## src/sv/cmsf_pkg.sv

```systemverilog
package cmsf_pkg;

   localparam int MAX_NODES   = 1024;
   localparam int MAX_EDGES   = 4096;
   localparam int WEIGHT_BITS = 20;
   localparam int NODE_W      = 11;
   localparam int CNT_W       = 13;
   localparam int EIDX_W      = 12;
   localparam int LO_W        = 15;
   localparam int TOTAL_W     = 32;

   localparam logic CSR_NODE_COUNT = 1'b0;
   localparam logic CSR_BUDGET     = 1'b1;

   typedef struct packed {
      logic [NODE_W-1:0]      a;
      logic [NODE_W-1:0]      b;
      logic [WEIGHT_BITS-1:0] w;
   } edge_type;

   typedef enum logic [4:0] {
      ST_CLEAR, ST_IDLE, ST_CHECK, ST_FA_RD, ST_FA_CHK, ST_FB_RD, ST_FB_CHK,
      ST_UNION, ST_SORT, ST_PASS, ST_BLK, ST_MRD, ST_MWR, ST_KR_RD, ST_KR_LD,
      ST_KR_UN, ST_CHKB, ST_C_RD, ST_C_CHK, ST_FP_RD, ST_FP_AD, ST_OUT
   } state_type;

   typedef enum logic [4:0] {
      CMD_NONE, CMD_CLEAR, CMD_LOAD, CMD_CHECK, CMD_FA_CHK, CMD_FB_CHK,
      CMD_UNION, CMD_SORT, CMD_PASS, CMD_BLK, CMD_MRD, CMD_MWR, CMD_KR_LD,
      CMD_KR_UN, CMD_CHKB, CMD_C_CHK, CMD_FP_AD, CMD_OUT
   } cmd_type;

   typedef struct packed {
      logic clr_done;
      logic edge_ok;
      logic costed;
      logic last;
      logic find_hit;
      logic pass_more;
      logic blk_more;
      logic mg_done;
      logic kr_more;
      logic over_budget;
      logic c_last;
      logic c_bad;
      logic fp_more;
   } status_type;

   function automatic logic [TOTAL_W-1:0] sat_add(input logic [TOTAL_W-1:0] t,
                                                  input logic [WEIGHT_BITS-1:0] w);
      logic [TOTAL_W:0] s;
      s = {1'b0, t} + {{(TOTAL_W+1-WEIGHT_BITS){1'b0}}, w};
      return s[TOTAL_W] ? {TOTAL_W{1'b1}} : s[TOTAL_W-1:0];
   endfunction

endpackage

```

## src/sv/cmsf_ctrl.sv

```systemverilog
module cmsf_ctrl
   import cmsf_pkg::*;
(
   input  logic       clock,
   input  logic       reset,
   input  logic       start,
   input  status_type status,
   output cmd_type    cmd,
   output logic       busy,
   output logic       strobe
);

   state_type state_ff, state_in;
   logic      fin_ff, fin_in;

   always_ff @(posedge clock) begin
      if (reset) begin
         state_ff <= ST_CLEAR;
         fin_ff   <= 1'b0;
      end else begin
         state_ff <= state_in;
         fin_ff   <= fin_in;
      end
   end

   always_comb begin
      state_in = state_ff;
      fin_in   = fin_ff;
      cmd      = CMD_NONE;
      unique case (state_ff)
         ST_CLEAR: begin
            cmd = CMD_CLEAR;
            if (status.clr_done) state_in = ST_IDLE;
         end
         ST_IDLE: begin
            if (start) begin
               cmd      = CMD_LOAD;
               state_in = ST_CHECK;
            end
         end
         ST_CHECK: begin
            cmd = CMD_CHECK;
            if (status.edge_ok && !status.costed) state_in = ST_FA_RD;
            else if (status.last)                 state_in = ST_SORT;
            else                                  state_in = ST_IDLE;
         end
         ST_FA_RD: state_in = ST_FA_CHK;
         ST_FA_CHK: begin
            cmd      = CMD_FA_CHK;
            state_in = status.find_hit ? ST_FB_RD : ST_FA_RD;
         end
         ST_FB_RD: state_in = ST_FB_CHK;
         ST_FB_CHK: begin
            cmd = CMD_FB_CHK;
            if (!status.find_hit) state_in = ST_FB_RD;
            else if (fin_ff)      state_in = ST_KR_UN;
            else                  state_in = ST_UNION;
         end
         ST_UNION: begin
            cmd      = CMD_UNION;
            state_in = status.last ? ST_SORT : ST_IDLE;
         end
         ST_SORT: begin
            cmd      = CMD_SORT;
            fin_in   = 1'b1;
            state_in = ST_PASS;
         end
         ST_PASS: begin
            cmd      = CMD_PASS;
            state_in = status.pass_more ? ST_BLK : ST_KR_RD;
         end
         ST_BLK: begin
            cmd      = CMD_BLK;
            state_in = status.blk_more ? ST_MRD : ST_PASS;
         end
         ST_MRD: begin
            cmd      = CMD_MRD;
            state_in = status.mg_done ? ST_BLK : ST_MWR;
         end
         ST_MWR: begin
            cmd      = CMD_MWR;
            state_in = ST_MRD;
         end
         ST_KR_RD: state_in = status.kr_more ? ST_KR_LD : ST_CHKB;
         ST_KR_LD: begin
            cmd      = CMD_KR_LD;
            state_in = ST_FA_RD;
         end
         ST_KR_UN: begin
            cmd      = CMD_KR_UN;
            state_in = ST_KR_RD;
         end
         ST_CHKB: begin
            cmd      = CMD_CHKB;
            state_in = status.over_budget ? ST_OUT : ST_C_RD;
         end
         ST_C_RD: state_in = ST_C_CHK;
         ST_C_CHK: begin
            cmd = CMD_C_CHK;
            if (!status.find_hit)  state_in = ST_C_RD;
            else if (status.c_bad) state_in = ST_OUT;
            else if (status.c_last) state_in = ST_FP_RD;
            else                   state_in = ST_C_RD;
         end
         ST_FP_RD: state_in = status.fp_more ? ST_FP_AD : ST_OUT;
         ST_FP_AD: begin
            cmd      = CMD_FP_AD;
            state_in = ST_FP_RD;
         end
         ST_OUT: begin
            cmd      = CMD_OUT;
            fin_in   = 1'b0;
            state_in = ST_CLEAR;
         end
         default: state_in = ST_CLEAR;
      endcase
   end

   assign busy   = (state_ff != ST_IDLE);
   assign strobe = (state_ff == ST_OUT);

endmodule

```

## config.mk

```make
export PLATFORM = sky130hd
export DESIGN_NAME = cmsf_ctrl
export DESIGN_NICKNAME = d
export VERILOG_FILES = /design/src/sv/cmsf_pkg.sv /design/src/sv/cmsf_ctrl.sv
export SDC_FILE = /design/constraint.sdc
export NUM_CORES = 1
export LEC_CHECK = 0
export BUFFER_PORTS_ARGS = -buffer_cell sky130_fd_sc_hd__buf_2
export CAP_MARGIN = 20
export CELL_PAD_IN_SITES_DETAIL_PLACEMENT = 0
export CELL_PAD_IN_SITES_GLOBAL_PLACEMENT = 1
export CORE_ASPECT_RATIO = 0.9
export CORE_MARGIN = 2
export CORE_UTILIZATION = 38
export CTS_BUF_LIST = sky130_fd_sc_hd__clkbuf_4 sky130_fd_sc_hd__clkbuf_8
export DETAILED_ROUTE_END_ITERATION = 10
export GPL_TIMING_DRIVEN = 0
export PLACE_DENSITY_LB_ADDON = 0.08
export REMOVE_ABC_BUFFERS = 1
export SLEW_MARGIN = 5
export SYNTH_ARGS = -nofsm -noshare
export SYNTH_HDL_FRONTEND = slang
export SYNTH_SLANG_ARGS = --single-unit
```

## constraint.sdc

```tcl
create_clock -name clock -period 1.8 [get_ports clock]
set_input_delay 0.36 -clock clock [delete_from_list [all_inputs] [get_ports clock]]
set_output_delay 0.36 -clock clock [all_outputs]
set_load 0.05 [all_outputs]
```

[Yosys cells after proc, flatten, opt, wreduce, memory -nomap -nowiden]
Cells that the tools add are included.
Cells by class
  equal/unequal tests: 24
  multiplexer cells: 20
  reduce and logical (&&, ||, !) cells: 5
Operators by type and width (count)
  $pmux W5 S21: 1
  $pmux W5 S17: 1
  $eq A5 B4 Y1 const B: 8
  $eq A5 B5 Y1 const B: 6
  $eq A5 B3 Y1 const B: 4
  $mux W3: 6
  $mux W4: 4
  $mux W5: 3
  $eq A5 B2 Y1 const B: 2
  $mux W2: 3
  $eq A5 B1 Y1 const B: 1
  $logic_not A5 Y1: 1
  $ne A5 B1 Y1 const B: 1
  $ne A2 B2 Y1 const B: 2
  $pmux W1 S2: 1
  $reduce_and A2 Y1: 1
  $reduce_bool A2 Y1: 1
  $logic_and A1 B1 Y1: 1
  $logic_not A1 Y1: 1
  $mux W1: 1
Storage, ports and cells
  word-level logic and storage cells: 51
  bits of input ports: 16
  register bits: 6
  output and inout bits: 7

[Logic depth before layout (Yosys ltp)]
  depth in word-level cells: 4
  mapped depth: 6
  depth with buffers taken out: 4

[Worst setup path after synthesis]
Ideal clock, no wire load.
  path type: reg2out
  start point: reg state_ff[3]
  end point: out cmd[3]
  slack: -0.620 ns
  cell stages (with the launch flop): 5
  path buffers: 2
  arrival time: 2.060 ns
  required time: 1.440 ns
  path through: dfxtp_1 buf_6 buf_2 mux2_2 o21ai_0
On the way
  cells in the longest elaborated chain, start to end: 2
  elaborated cells between the ends (all ways): 18
  classes of those cells: 16 x eq/ne; 1 x mux; 1 x reduce/logical
Ends and longest elaborated chain
  from (decl): RTL line cmsf_ctrl.sv:13  | state_type state_ff, state_in;
  from (signal assigned): RTL line cmsf_ctrl.sv:21  | state_ff <= state_in;
  $eq A5 B5 Y1, or another cell as far along: RTL line cmsf_ctrl.sv:30  | unique case (state_ff)
  $pmux W5 S17 (*): RTL line cmsf_ctrl.sv:30
  to (decl): RTL line cmsf_ctrl.sv:8  | output cmd_type cmd,
Every way passes the cells marked *; elsewhere a longest branch is shown, timed or not.

[Worst setup path in the final report]
  start point: reg state_ff[1]
  end point: out cmd[1]
The elaborated chain is that of the path after synthesis.

==> results.py <==
metrics = {
    "run_status": {
        "status": "finished, violations left",
        "violations": "negative setup slack",
    },
    "sta": {
        "fin_crit_sh_pct": 103,
        "slew_violations": 0,
        "finalHoldViolCount": 0,
        "setup_ws_ns": -0.0506,
        "rsz0062_at_grt": "yes",
        "fin_worst_skew_ns": 0.00251,
        "tightestPinTransition_ns": 0.497,
        "fmax_ghz": 0.540,
        "period_minus_slack_ns": 1.85,
        "relSlewSlack_pct": 66.8,
        "setup_viol": 2,
    },
    "final_layout": {
        "num_antenna_cells": 0,
        "drive_gt1_share_pct": 46.0,
        "multiInputGateArea_sq_um": 719,
        "seq_area_sq_um": 139,
        "fill_cells": 204,
        "fin_nets": 168,
        "area_growth_pct": 46.8,
        "layout.cells.non_filler": 177,
    },
    "route": {
        "via_count": 1074,
        "route.detailed.drc": 0,
        "drt_wl_total_mm": 3.03,
        "firstDrtPassIters": 4,
        "vias_per_cell": 6.07,
        "drt_iter0_drc": 39,
        "wire_per_inst_um": 17.1,
        "ant_nets": 0,
    },
    "placement": {
        "dp.final_hpwl_mm": 1.67,
        "place_congestion": 0.784,
        "portBuffers": 22,
        "dp.cells": 155,
    },
    "clock_network": {
        "htreeDepth": 1,
        "clock_latency_ns": 0.25,
        "clock-root-buffer": "clkbuf_4",
        "path_clk_slew_ns": 0.05,
        "clock-sinks": 6,
        "cts_tree": "built",
        "hold_buffers": 0,
        "clock_tree.buffer_depth": 2,
        "numCtsBuffers": 3,
    },
    "critical_path": {
        "r2r_start": "state_ff[1]",
        "cp-start-kind": "flip-flop",
        "r2r_cells": 7,
        "cp.required_ns": 1.44,
        "r2r-end": "state_ff[1]",
        "ff2ff_setup_slack_ns": 0.08,
        "crit_type": "flip-flop to primary output",
        "arrival_ns": 1.49,
        "crit_fanout": 6,
        "end_kind": "primary output",
    },
    "global_route": {
        "grt_util_all_layers_pct": 23.7,
        "grt-ovfl-total": 0,
        "grt_antenna_before_repair": 0,
        "first_global_vias": 981,
        "grt_pass1_wl_mm": 4.73,
        "grt_max_degree": 16,
    },
    "hold_path": {
        "hold_start": "reset",
        "hold_path_end": "state_ff[2]",
        "whs_path_depth": 2,
        "hp-class": "input port to flip-flop",
    },
    "yosys": {
        "ys_warn_count": 0,
        "ys_types": 44,
        "synth.top_cell.area_share_pct": 14.2,
        "synth_common_cells": "o21ai_0, a21oi_1, nand2b_1, nand2_1, nor2_1",
        "synth.most_common_cell": "o21ai_0",
        "async_flop_share_pct": 0,
        "synth_area_leaders": "dfxtp_1, nand2b_1, o21ai_0",
        "synth-edff-count": 0,
        "synth.cell_area_sq_um": 847,
        "yosys.area.top_type": "dfxtp_1",
        "ys_ff_latch": 6,
        "synthFlopType": "dfxtp_1",
        "syn_avg_cell_area_sq_um": 7.18,
        "syn_inst": 118,
        "ys_seq_area_share_pct": 14.2,
    },
    "floorplanning": {
        "row_count": 16,
        "die_area_sq_um": 2620,
        "start_util_pct": 39.5,
        "io_pins": 23,
        "design.core.area_sq_um": 2140,
        "dieHeight_um": 48.8,
        "die_w_um": 53.8,
    },
    "power_and_ir_drop": {
        "ir_drop_mv": 0.363,
        "power.density_nw_per_um2": 599,
        "p_total_uw": 745,
        "leakagePower_nw": 0.481,
    },
    "flow_run": {
        "drv_cap": 0,
    },
}
[cells in the final DEF, fill, tap and decap left out, types with 3 or more instances in the layout]
master,n
buf_6,6
buf_4,17
nor2b_1,3
o21ai_0,8
nand2_1,8
nand2b_4,3
inv_1,5
nand4b_1,3
a31oi_1,3
nor2_1,6
buf_2,16
a21oi_1,7
clkbuf_4,3
and3_1,3
dfxtp_4,5
nand2b_1,6
[through the flow]
| stage | TNS (ns) | hold WS, ns | instance area [sq um] | worst slack [ns] | utilization [%] |
|---|---|---|---|---|---|
| after floorplan | -2.44 | 0.429 | 771 | -0.685 | - |
| after global placement | -2.42 | 0.500 | 915 | -0.489 | 42.7 |
| after detailed placement | -2.15 | 0.509 | 915 | -0.448 | 42.7 |
| after CTS | -0.0995 | 0.326 | 1110 | -0.0436 | 52.0 |
| after global routing | -0.197 | 0.340 | 1240 | -0.0896 | 58.1 |
| final | -0.0844 | 0.327 | 1240 | -0.0506 | 58.1 |
[what timing repair did]
action | in CTS | in global routing
pin swaps | 1 | 6
setup endpoints to repair | 11 | 4
endpoints found under the hold margin | 0 | 0
resized for setup | 24 | 26
setup buffers | 14 | 5
[critical path, stage by stage, from the launching register on]
cell and delay [ns]:
dfxtp_4 0.38, or2_4 0.25, and3_1 0.18, a211o_1 0.27, buf_6 0.15
[routing by layer]
metal | part of all wire [%] | routed length, um | GRT usage, %
met1 | 44 | 1320 | 35.1
met5 | 0 | 0 | 0
met4 | 2.3 | 70 | 2.56
met3 | 8.9 | 271 | 1.84
met2 | 45 | 1360 | 38.2
[final cells by class]
| class | count | area share, % |
|---|---|---|
| multi-input cells | 95 | 57.8 |
| clock buffers | 3 | 1.81 |
| well taps | 27 | 2.72 |
| repair buffers | 41 | 24.9 |
| flip-flops and latches | 6 | 11.2 |
| inverters | 5 | 1.51 |
[power breakdown]
part / leakage (nW) / internal, mW / switching [mW]
Clock: 0.0138 / 0.0760 / 0.0565
Sequential: 0.0526 / 0.147 / 0.0319
Combinational: 0.414 / 0.192 / 0.242
[sequential cells by signal (all words and copies together) (netlist names)]
signal    flops
fin_ff        1
state_ff      5
[worst max-delay path by stage]
stage | endpoint | slack, ns | from | cells past startpoint
4_1_cts | cmd[0] | -0.04 | state_ff[1] | 6
5_1_grt | cmd[1] | -0.09 | state_ff[3] | 5
6_report | cmd[1] | -0.05 | state_ff[1] | 4
3_3_place_gp | cmd[1] | -0.49 | state_ff[1] | 4
3_5_place_dp | cmd[1] | -0.45 | state_ff[1] | 4
2_1_floorplan | cmd[0] | -0.69 | state_ff[3] | 3
[cells by family (layout without fill, tap and decap cells)]
logic type	after synthesis	count (layout)	synth area share [%]
AND/OR/NAND/NOR	47	47	32.8
buffers and inverters	17	49	11.2
flip-flops	6	6	14.2
AO/OA/AOI/OAI	46	46	39.4
XOR/XNOR	1	1	1.03
multiplexers	1	1	1.33
Note: power is estimated with default switching activity, not from simulation.
